===== src/rtl/ut2cal_pkg.sv =====
// Shared types, constants and tables for the Unix time to calendar converter.
// Used by every module of the block; depends on nothing else.
package ut2cal_pkg;

  // Field widths.
  localparam int unsigned TsW     = 32;
  localparam int unsigned TzW     = 5;
  localparam int unsigned DaysW   = 16;   // days since the epoch, below 49711
  localparam int unsigned SodW    = 17;   // seconds of the day, below 86400
  localparam int unsigned DoeW    = 18;   // day of the 400-year era
  localparam int unsigned YoeW    = 9;    // year of the era
  localparam int unsigned DoyW    = 9;    // day of the March-based year
  localparam int unsigned MinDayW = 11;   // minutes of the day, below 1440

  // Time and calendar constants.
  localparam int unsigned SecsPerHour  = 3600;
  localparam int unsigned SecsPerDay   = 86400;
  localparam int unsigned DaySplitLow  = 7;                        // 86400 = 128 * 675
  localparam int unsigned DayDivisor   = SecsPerDay >> DaySplitLow;
  localparam int unsigned EpochShift   = 719468;
  localparam int unsigned DaysPerEra   = 146097;
  localparam int unsigned EraFourStart = 4 * DaysPerEra;
  localparam int unsigned EraFiveStart = 5 * DaysPerEra;
  localparam int unsigned DaysPer4Yr   = 1460;
  localparam int unsigned DaysPer100Yr = 36524;
  localparam int unsigned DaysPerYear  = 365;

  // The epoch falls in era 4; day 11017 after it starts era 5.
  localparam logic [DaysW-1:0] EraFiveDay   = DaysW'(EraFiveStart - EpochShift);
  localparam logic [DoeW-1:0]  EraFourDelta = DoeW'(EpochShift - EraFourStart);
  localparam logic [11:0]      EraFourYear  = 12'd1600;
  localparam logic [11:0]      EraFiveYear  = 12'd2000;

  // Reciprocals for division by constants: floor(2^S / D). With x below 2^S the
  // estimate floor(x * M / 2^S) is the true quotient or one less.
  localparam int unsigned DayDivShift = 25;
  localparam logic [15:0] DayRecip    = 16'((64'd1 << DayDivShift) / 64'(DayDivisor));
  localparam int unsigned SodDivShift = 17;
  localparam logic [11:0] SodRecip    = 12'((64'd1 << SodDivShift) / 64'd60);
  localparam int unsigned MinDivShift = 11;
  localparam logic [5:0]  MinRecip    = 6'((64'd1 << MinDivShift) / 64'd60);
  localparam int unsigned DoeDivShift = 18;
  localparam logic [7:0]  Recip1460   = 8'((64'd1 << DoeDivShift) / 64'(DaysPer4Yr));
  localparam logic [9:0]  Recip365    = 10'((64'd1 << DoeDivShift) / 64'(DaysPerYear));

  // First day of each month of a March-based year: (153 * mp + 2) / 5.
  localparam int unsigned MonthsPerYear = 12;
  localparam logic [DoyW-1:0] MonthStart [MonthsPerYear] = '{
    9'd0, 9'd31, 9'd61, 9'd92, 9'd122, 9'd153,
    9'd184, 9'd214, 9'd245, 9'd275, 9'd306, 9'd337
  };

  // Pipeline depths of the two parallel paths.
  localparam int unsigned DateLatency  = 8;
  localparam int unsigned ClockLatency = 4;

  typedef struct packed {
    logic [11:0] year;
    logic [3:0]  month;
    logic [4:0]  day;
  } ymd_t;

  typedef struct packed {
    logic [4:0] hour;
    logic [5:0] minute;
    logic [5:0] second;
  } hms_t;

endpackage


===== src/rtl/unix_time_to_calendar.sv =====
// Top level of the Unix time to calendar converter.
// Depends on ut2cal_pkg, ut2cal_split, ut2cal_date and ut2cal_clock.
//
// A word on the start channel is a 32-bit Unix timestamp in seconds. It is
// taken at every rising edge at which start_i is high and busy_o is low. The
// converter is fully pipelined and never stalls, so busy_o stays low and a new
// word may be started in every cycle.
//
// Each word gives exactly one result word: year, month, day, hour, minute and
// second. The result sits on the output ports for one cycle, flagged by done_o.
// The split stages first apply the time-zone offset and split days from seconds
// (one reciprocal multiply and a correction), then the date path follows, which
// sets the latency. The time-of-day path is shorter and is padded to match.
// Throughput is one word per cycle; every stage holds at most one multiply by a
// constant.
//
// The time-zone offset is written on the cfg channel, which is always ready.
// It is a signed count of hours added modulo 2^32 before conversion. Write it
// only while no word is in flight. Reset clears the pipeline valid bits and
// sets the offset to zero. The receiver cannot hold results off.
module unix_time_to_calendar (
  input  logic                              clk_i,
  input  logic                              rst_ni,
  input  logic                              start_i,
  output logic                              busy_o,
  input  logic [ut2cal_pkg::TsW-1:0]        unix_seconds_i,
  input  logic                              cfg_valid_i,
  output logic                              cfg_ready_o,
  input  logic signed [ut2cal_pkg::TzW-1:0] tz_offset_hours_i,
  output logic                              done_o,
  output logic [11:0]                       year_o,
  output logic [3:0]                        month_o,
  output logic [4:0]                        day_o,
  output logic [4:0]                        hour_o,
  output logic [5:0]                        minute_o,
  output logic [5:0]                        second_o
);
  import ut2cal_pkg::*;

  logic signed [TzW-1:0] tz_q;
  logic                  split_valid;
  logic [DaysW-1:0]      days;
  logic [SodW-1:0]       sod;
  ymd_t                  ymd;
  hms_t                  hms;

  // The pipeline never holds a word back.
  assign busy_o      = 1'b0;
  assign cfg_ready_o = 1'b1;

  always_ff @(posedge clk_i or negedge rst_ni) begin
    if (!rst_ni) begin
      tz_q <= '0;
    end else if (cfg_valid_i && cfg_ready_o) begin
      tz_q <= tz_offset_hours_i;
    end
  end

  // Offset add and split into whole days and seconds of the day.
  ut2cal_split u_split (
    .clk_i             (clk_i),
    .rst_ni            (rst_ni),
    .valid_i           (start_i && !busy_o),
    .unix_seconds_i    (unix_seconds_i),
    .tz_offset_hours_i (tz_q),
    .valid_o           (split_valid),
    .days_o            (days),
    .sod_o             (sod)
  );

  // Calendar date; its valid bit marks the finished result.
  ut2cal_date u_date (
    .clk_i   (clk_i),
    .rst_ni  (rst_ni),
    .valid_i (split_valid),
    .days_i  (days),
    .valid_o (done_o),
    .ymd_o   (ymd)
  );

  // Time of day, delayed to arrive with the date.
  ut2cal_clock u_clock (
    .clk_i (clk_i),
    .sod_i (sod),
    .hms_o (hms)
  );

  assign year_o   = ymd.year;
  assign month_o  = ymd.month;
  assign day_o    = ymd.day;
  assign hour_o   = hms.hour;
  assign minute_o = hms.minute;
  assign second_o = hms.second;

endmodule


===== src/rtl/ut2cal_split.sv =====
// Applies the time-zone offset and splits the timestamp into days and seconds.
// Depends on ut2cal_pkg.
module ut2cal_split (
  input  logic                             clk_i,
  input  logic                             rst_ni,
  input  logic                             valid_i,
  input  logic [ut2cal_pkg::TsW-1:0]       unix_seconds_i,
  input  logic signed [ut2cal_pkg::TzW-1:0] tz_offset_hours_i,
  output logic                             valid_o,
  output logic [ut2cal_pkg::DaysW-1:0]     days_o,
  output logic [ut2cal_pkg::SodW-1:0]      sod_o
);
  import ut2cal_pkg::*;

  localparam int unsigned HiW = TsW - DaySplitLow;

  logic signed [16:0] shift;
  logic [TsW-1:0]     t_d, t_q;
  logic               v1_q, v2_q, v3_q;
  logic [HiW+15:0]    prod;
  logic [HiW-1:0]     hi_q;
  logic [DaySplitLow-1:0] lo_q;
  logic [DaysW-1:0]   est_q;
  logic [HiW-1:0]     rem_full;
  logic [10:0]        rem;
  logic [DaysW-1:0]   days_d, days_q;
  logic [SodW-1:0]    sod_d, sod_q;

  // Offset in seconds, sign-extended and added modulo 2^32.
  assign shift = 17'(tz_offset_hours_i) * 17'sd3600;
  assign t_d   = unix_seconds_i + TsW'(shift);

  assign prod = (HiW+16)'(t_q[TsW-1:DaySplitLow]) * (HiW+16)'(DayRecip);

  always_comb begin
    rem_full = hi_q - HiW'(est_q * 26'(DayDivisor));
    rem      = rem_full[10:0];
    days_d   = est_q;
    if (rem >= 11'(DayDivisor)) begin
      days_d = est_q + 1'b1;
      rem    = rem - 11'(DayDivisor);
    end
    sod_d = {rem[9:0], lo_q};
  end

  always_ff @(posedge clk_i or negedge rst_ni) begin
    if (!rst_ni) begin
      v1_q <= 1'b0;
      v2_q <= 1'b0;
      v3_q <= 1'b0;
    end else begin
      v1_q <= valid_i;
      v2_q <= v1_q;
      v3_q <= v2_q;
    end
  end

  always_ff @(posedge clk_i) begin
    t_q    <= t_d;
    est_q  <= prod[HiW+15:HiW];
    hi_q   <= t_q[TsW-1:DaySplitLow];
    lo_q   <= t_q[DaySplitLow-1:0];
    days_q <= days_d;
    sod_q  <= sod_d;
  end

  assign valid_o = v3_q;
  assign days_o  = days_q;
  assign sod_o   = sod_q;

endmodule


===== src/rtl/ut2cal_clock.sv =====
// Converts the seconds of the day into hour, minute and second, then delays the
// word to line up with the date path. Depends on ut2cal_pkg.
module ut2cal_clock (
  input  logic                        clk_i,
  input  logic [ut2cal_pkg::SodW-1:0] sod_i,
  output ut2cal_pkg::hms_t            hms_o
);
  import ut2cal_pkg::*;

  localparam int unsigned PadDepth = DateLatency - ClockLatency;

  logic [SodW+11:0]    m_prod;
  logic [MinDayW-1:0]  m_est_q;
  logic [SodW-1:0]     sod1_q;
  logic [SodW-1:0]     s_rem;
  logic [MinDayW-1:0]  m_d, m_q;
  logic [5:0]          ss_d, ss_q, ss2_q;
  logic [MinDayW+5:0]  h_prod;
  logic [4:0]          h_est_q;
  logic [MinDayW-1:0]  m3_q;
  logic [MinDayW-1:0]  h_rem;
  logic [4:0]          hh_d;
  hms_t                hms_d, hms_q;
  hms_t                pad_q [PadDepth];

  assign m_prod = (SodW+12)'(sod_i) * (SodW+12)'(SodRecip);

  always_comb begin
    s_rem = sod1_q - SodW'(m_est_q * 17'd60);
    m_d   = m_est_q;
    if (s_rem >= SodW'(60)) begin
      m_d   = m_est_q + 1'b1;
      s_rem = s_rem - SodW'(60);
    end
    ss_d = s_rem[5:0];
  end

  assign h_prod = (MinDayW+6)'(m_q) * (MinDayW+6)'(MinRecip);

  always_comb begin
    h_rem = m3_q - MinDayW'(h_est_q * 11'd60);
    hh_d  = h_est_q;
    if (h_rem >= MinDayW'(60)) begin
      hh_d  = h_est_q + 1'b1;
      h_rem = h_rem - MinDayW'(60);
    end
    hms_d.hour   = hh_d;
    hms_d.minute = h_rem[5:0];
    hms_d.second = ss2_q;
  end

  always_ff @(posedge clk_i) begin
    m_est_q  <= m_prod[SodW+MinDayW-1:SodDivShift];
    sod1_q   <= sod_i;
    m_q      <= m_d;
    ss_q     <= ss_d;
    h_est_q  <= h_prod[MinDivShift+4:MinDivShift];
    m3_q     <= m_q;
    ss2_q    <= ss_q;
    hms_q    <= hms_d;
    pad_q[0] <= hms_q;
    for (int i = 1; i < PadDepth; i++) begin
      pad_q[i] <= pad_q[i-1];
    end
  end

  assign hms_o = pad_q[PadDepth-1];

endmodule


===== src/rtl/ut2cal_date.sv =====
// Converts days since the epoch into Gregorian year, month and day by the
// era-based civil-from-days method. Depends on ut2cal_pkg.
module ut2cal_date (
  input  logic                         clk_i,
  input  logic                         rst_ni,
  input  logic                         valid_i,
  input  logic [ut2cal_pkg::DaysW-1:0] days_i,
  output logic                         valid_o,
  output ut2cal_pkg::ymd_t             ymd_o
);
  import ut2cal_pkg::*;

  logic [DateLatency-1:0] v_q;

  // Stage 1: day and number of the era.
  logic            era5_d, era5_q1, era5_q2, era5_q3, era5_q4, era5_q5;
  logic [DoeW-1:0] doe_d, doe_q1, doe_q2, doe_q3, doe_q4, doe_q5;
  // Stage 2: leap-cycle counts.
  logic [DoeW+7:0] a_prod;
  logic [7:0]      a_est_q;
  logic [2:0]      cent_cnt;
  logic [2:0]      bc_q;
  // Stage 3: days corrected for leap days.
  logic [DoeW-1:0] a_rem;
  logic [7:0]      a_fix;
  logic [DoeW-1:0] yden_d, yden_q, yden_q4;
  // Stage 4 and 5: year of the era.
  logic [DoeW+9:0] y_prod;
  logic [YoeW-1:0] yoe_est_q;
  logic [DoeW-1:0] y_rem;
  logic [YoeW-1:0] yoe_d, yoe_q;
  // Stage 6: day of the year and full year.
  logic [1:0]      yoe_cent;
  logic [DoeW-1:0] year_days;
  logic [DoeW-1:0] doy_full;
  logic [DoyW-1:0] doy_q6, doy_q7;
  logic [11:0]     yr_q6, yr_q7;
  // Stage 7: month index.
  logic [3:0]      mp_d, mp_q;
  // Stage 8: output word.
  ymd_t            ymd_d, ymd_q;
  logic [3:0]      mo;

  always_comb begin
    era5_d = (days_i >= EraFiveDay);
    if (era5_d) begin
      doe_d = DoeW'(days_i - EraFiveDay);
    end else begin
      doe_d = DoeW'(days_i) + EraFourDelta;
    end
  end

  assign a_prod = (DoeW+8)'(doe_q1) * (DoeW+8)'(Recip1460);

  always_comb begin
    cent_cnt = 3'(doe_q1 >= DoeW'(DaysPer100Yr))
             + 3'(doe_q1 >= DoeW'(2 * DaysPer100Yr))
             + 3'(doe_q1 >= DoeW'(3 * DaysPer100Yr))
             + 3'(doe_q1 >= DoeW'(4 * DaysPer100Yr));
  end

  always_comb begin
    a_rem = doe_q2 - DoeW'(a_est_q * 19'(DaysPer4Yr));
    a_fix = a_est_q;
    if (a_rem >= DoeW'(DaysPer4Yr)) begin
      a_fix = a_est_q + 1'b1;
    end
    yden_d = doe_q2 - DoeW'(a_fix) + DoeW'(bc_q);
  end

  assign y_prod = (DoeW+10)'(yden_q) * (DoeW+10)'(Recip365);

  always_comb begin
    y_rem = yden_q4 - DoeW'(yoe_est_q * 18'(DaysPerYear));
    yoe_d = yoe_est_q;
    if (y_rem >= DoeW'(DaysPerYear)) begin
      yoe_d = yoe_est_q + 1'b1;
    end
  end

  always_comb begin
    yoe_cent  = 2'(yoe_q >= YoeW'(100)) + 2'(yoe_q >= YoeW'(200)) + 2'(yoe_q >= YoeW'(300));
    year_days = DoeW'(yoe_q * 18'(DaysPerYear)) + DoeW'(yoe_q >> 2) - DoeW'(yoe_cent);
    doy_full  = doe_q5 - year_days;
  end

  always_comb begin
    mp_d = '0;
    for (int k = 1; k < MonthsPerYear; k++) begin
      mp_d = mp_d + 4'(doy_q6 >= MonthStart[k]);
    end
  end

  always_comb begin
    if (mp_q < 4'd10) begin
      mo = mp_q + 4'd3;
    end else begin
      mo = mp_q - 4'd9;
    end
    ymd_d.month = mo;
    ymd_d.day   = 5'(doy_q7 - MonthStart[mp_q] + 1'b1);
    ymd_d.year  = yr_q7 + 12'(mo <= 4'd2);
  end

  always_ff @(posedge clk_i or negedge rst_ni) begin
    if (!rst_ni) begin
      v_q <= '0;
    end else begin
      v_q <= {v_q[DateLatency-2:0], valid_i};
    end
  end

  always_ff @(posedge clk_i) begin
    era5_q1   <= era5_d;
    doe_q1    <= doe_d;
    a_est_q   <= a_prod[DoeDivShift+7:DoeDivShift];
    bc_q      <= cent_cnt - 3'(doe_q1 == DoeW'(DaysPerEra - 1));
    era5_q2   <= era5_q1;
    doe_q2    <= doe_q1;
    yden_q    <= yden_d;
    era5_q3   <= era5_q2;
    doe_q3    <= doe_q2;
    yoe_est_q <= y_prod[DoeDivShift+YoeW-1:DoeDivShift];
    yden_q4   <= yden_q;
    era5_q4   <= era5_q3;
    doe_q4    <= doe_q3;
    yoe_q     <= yoe_d;
    era5_q5   <= era5_q4;
    doe_q5    <= doe_q4;
    doy_q6    <= doy_full[DoyW-1:0];
    yr_q6     <= 12'(yoe_q) + (era5_q5 ? EraFiveYear : EraFourYear);
    mp_q      <= mp_d;
    doy_q7    <= doy_q6;
    yr_q7     <= yr_q6;
    ymd_q     <= ymd_d;
  end

  assign valid_o = v_q[DateLatency-1];
  assign ymd_o   = ymd_q;

endmodule

===== config.mk =====
export PLATFORM = sky130hd
export DESIGN_NAME = unix_time_to_calendar
export DESIGN_NICKNAME = d
export VERILOG_FILES = /design/src/rtl/ut2cal_pkg.sv /design/src/rtl/unix_time_to_calendar.sv /design/src/rtl/ut2cal_split.sv /design/src/rtl/ut2cal_clock.sv /design/src/rtl/ut2cal_date.sv
export SDC_FILE = /design/constraint.sdc
export NUM_CORES = 2
export LEC_CHECK = 0
export BUFFER_PORTS_ARGS = -buffer_cell sky130_fd_sc_hd__buf_2
export CAP_MARGIN = 20
export CORE_MARGIN = 5
export CORE_UTILIZATION = 62
export DETAILED_ROUTE_END_ITERATION = 10
export PLACE_DENSITY = 0.88
export RECOVER_POWER = 25
export SETUP_SLACK_MARGIN = 0.3
export SKIP_CTS_REPAIR_TIMING = 1
export SLEW_MARGIN = 20
export SYNTH_ARGS = -nofsm -noshare
export SYNTH_HDL_FRONTEND = slang
export SYNTH_SLANG_ARGS = --single-unit

===== constraint.sdc =====
create_clock -name clk_i -period 11.99 [get_ports clk_i]
set_input_delay 0.5995 -clock clk_i [delete_from_list [all_inputs] [get_ports clk_i]]
set_output_delay 0.5995 -clock clk_i [all_outputs]
set_load 0.005 [all_outputs]

==> metrics.md <==
| Metric | Value |
|---|---|
| Critical path buffers and inverters | 2 |
| Fillers | 4187 |
| Reg2Reg Depth | 38 |
| Synth Warn # | 0 |
| WP data required | 12.52 ns |
| Crit. End Element | flop |
| Commonest non-fill, non-tap cell in the layout | ha_1 |
| Yosys reg bits | 463 |
| Post-synth top area cell | ha_1 |
| Mapped Nets | 4848 |
| Measured slew at the worst slew-check pin | 1.02 ns |
| Vias in the first global route | 27500 |
| Post-Synthesis Cells | 3695 |
| Post-synth ARST share | 3.46% |
| CTS Sinks | 463 |
| Slowest CP cell | nor4_2 |
| Gr usage total | 23.0% |
| Fmax | 107 MHz |
| Commonest cells after routing, fill and taps aside | ha_1, inv_1, dfxtp_1, fa_1, xnor2_1 |
| Hold Crit Start | unix_seconds_i[3] |
| R2r setup slk | 2.62 ns |
| # diodes | 0 |
| Tmin final | 9.37 ns |
| Die area | 65400 um2 |
| H-tree depth | 2 |
| Status | completed |
| Share of the synthesized area in the top cell type | 25.7% |
| Clock skew | 0.0138 ns |
| Min-Delay Path Depth | 1 |
| Global-route wire length before repair | 128000 um |
| Area of the multi-input gates | 25100 um2 |
| Seq. cell area | 9350 um2 |
| Top delay family on crit path | adder cells |
| Iteration-0 DRC count of the detailed router | 1288 |
| Crit share post-route | 78.2% |
| DRT Pass-1 Iters | 8 |
| Post-synth cell types | 88 |
| Detailed-route via count | 25400 |
| Final instance area | 40500 um2 |
| Tightest Hold Check Type | input pin to flop |
| Setup tns final | 0 ns |
| Post-Syn Area | 37400 um2 |
| DP Wirelength | 58900 um |
| CP Launch Type | flop |
| WP depth | 38 |
| Initial antenna violation count | 0 |
| FF-to-FF Start | u_date.a_est_q[2] |
| Slew headroom | 31.3% |
| Final Hold Vio Count | 0 |
| RSZ-0062 raised after global routing | false |
| Dpl cell area | 38700 um2 |
| Post-synthesis sequential area ratio | 25.0% |
| Worst slack, placed | 2.84 ns |
| Post-Layout Cell Count | 4627 |
| Critical R2R Capture | u_date.yden_q[16] |
| Setup WS post-layout | 2.62 ns |
| Most common cell on crit path | a21oi_1 |
| Placer congestion estimate | 0.878 |
| Critical path's largest stage delay | 0.53 ns |
| Reported max-cap violation count | 0 |
| Clk_lat worst skew | 0.60 ns |
| Inst Count DP | 4535 |
| I/O pin count | 82 |
| Row count | 90 |
| Post-synth EDFFs | 0 |
| Avg WL per Cell | 16.1 um |
| CTS tree | yes |
| Worst Hold End | u_split.t_q[3] |
| Core box area | 60100 um2 |
| Primary FF master, synth | dfxtp_1 |
| Antenna-violating nets left | 0 |
| GRT overflow | 0 |
| Die X | 256 um |
| Data arrival, critical path | 9.90 ns |
| CP max FO | 7 |
| Die H | 256 um |
| Critical setup path kind | flop to flop |
| Num CTS Buffers | 51 |
| Pin count of the biggest net entering global routing | 28 |
| PortBufs | 79 |
| Syn-to-layout area delta | 8.30% |
| Synthesized area per cell | 10.1 um2 |
| Initial core utilization | 62.3% |
| Clk slew on worst S/H paths | 0.07 ns |
| Vias per cell | 5.50 |
| Share of cells above drive strength 1 | 5.59% |
| Max-slew violations | 0 |
| CTS root buf | clkbuf_16 |
| Top post-synthesis cells by area | ha_1, dfxtp_1, fa_1, inv_1, xnor2_1 |
| Residual DRC count | 0 |
| Clock Path Buffers | 3 |
| WL final | 74300 um |
| Layout Nets | 4960 |
| Setup violators final | 0 |
-- cells in the mapped netlist, drive strengths merged (4+ instances only) --
cell	instances
a2111oi	10
a211o	4
a211oi	14
a21boi	14
a21o	52
a21oi	150
a311oi	5
a31o	4
a31oi	10
and2	16
and3	23
buf	9
clkbuf	13
dfrtp	16
dfxtp	447
fa	344
ha	768
inv	761
mux2	10
mux2i	9
nand2	109
nand2b	34
nand3	52
nand3b	5
nand4	25
nor2	124
nor2b	28
nor3	50
nor3b	9
nor4	9
o2111ai	7
o211ai	16
o21a	33
o21ai	115
o21bai	20
o221ai	4
o22ai	6
o311ai	8
o31a	6
o31ai	10
or2	14
or3	18
or4	6
xnor2	208
xor2	57
-- sequential cells by signal, summed over array words and instances, names as in the netlist, 11 cells and up --
register and flops:
u_split.hi_q 11, u_clock.m3_q 11, u_split.t_q 32, u_date.doe_q2 18, u_clock.hms_q 17, u_split.est_q 16
u_date.yden_q 18, u_clock.pad_q 68, u_clock.sod1_q 17, u_date.yden_q4 18, u_date.ymd_o 21, u_clock.m_q 11
u_date.yr_q6 12, u_date.doe_q1 18, u_split.days_o 16, u_date.yr_q7 12, u_split.sod_o 17, u_clock.m_est_q 11
-- cells by family after synthesis --
| group | synth area share (%) |
|---|---|
| other | 0.0201 |
| AO/OA/AOI/OAI | 9.03 |
| buffers and inverters | 7.91 |
| XOR/XNOR | 6.26 |
| adder cells (fa/ha/maj) | 44.1 |
| flip-flops | 25.0 |
| multiplexers | 0.561 |
| AND/OR/NAND/NOR | 7.19 |
-- worst max path at each step --
stage / start / to / slack (ns)
finish: u_date.a_est_q[2] / u_date.yden_q[16] / 2.62
global route: u_date.a_est_q[5] / u_date.yden_q[16] / 2.08
CTS: u_date.a_est_q[2] / u_date.yden_q[16] / 2.69
detailed placement: u_date.a_est_q[2] / u_date.yden_q[16] / 2.84
global placement: u_date.a_est_q[3] / u_date.yden_q[16] / 2.96
floorplan: u_date.a_est_q[2] / u_date.yden_q[16] / 3.84
-- cell type report --
type,count,area share [%]
Multi-Input combinational cell,2449,62.0
Sequential cell,463,23.1
Inverter,761,7.04
Clock buffer,57,3.35
Tap cell,782,2.41
Clock inverter,34,1.14
Timing Repair Buffer,81,1.02
-- metrics by stage --
step / util (%) / hold slack (ns)
floorplan: - / 0.304
global placement: 64.4 / 0.310
detailed placement: 64.4 / 0.312
CTS: 67.4 / -0.110
global route: 67.4 / 0.0841
finish: 67.4 / 0.105
-- layer usage --
layer  vias to the layer above  share of wire [%]  track usage, %  routed length (um)
li1                      12300                  -               -                   -
met1                     12300                 40            27.3               30100
met2                       611                 52            42.5               38500
met3                       193                4.3            3.25                3170
met4                         0                3.5            8.32                2640
met5                         -                  0               0                   0
Power is not shown: default switching activity piles up to over one toggle a cycle in this logic, so the estimate is an artifact.
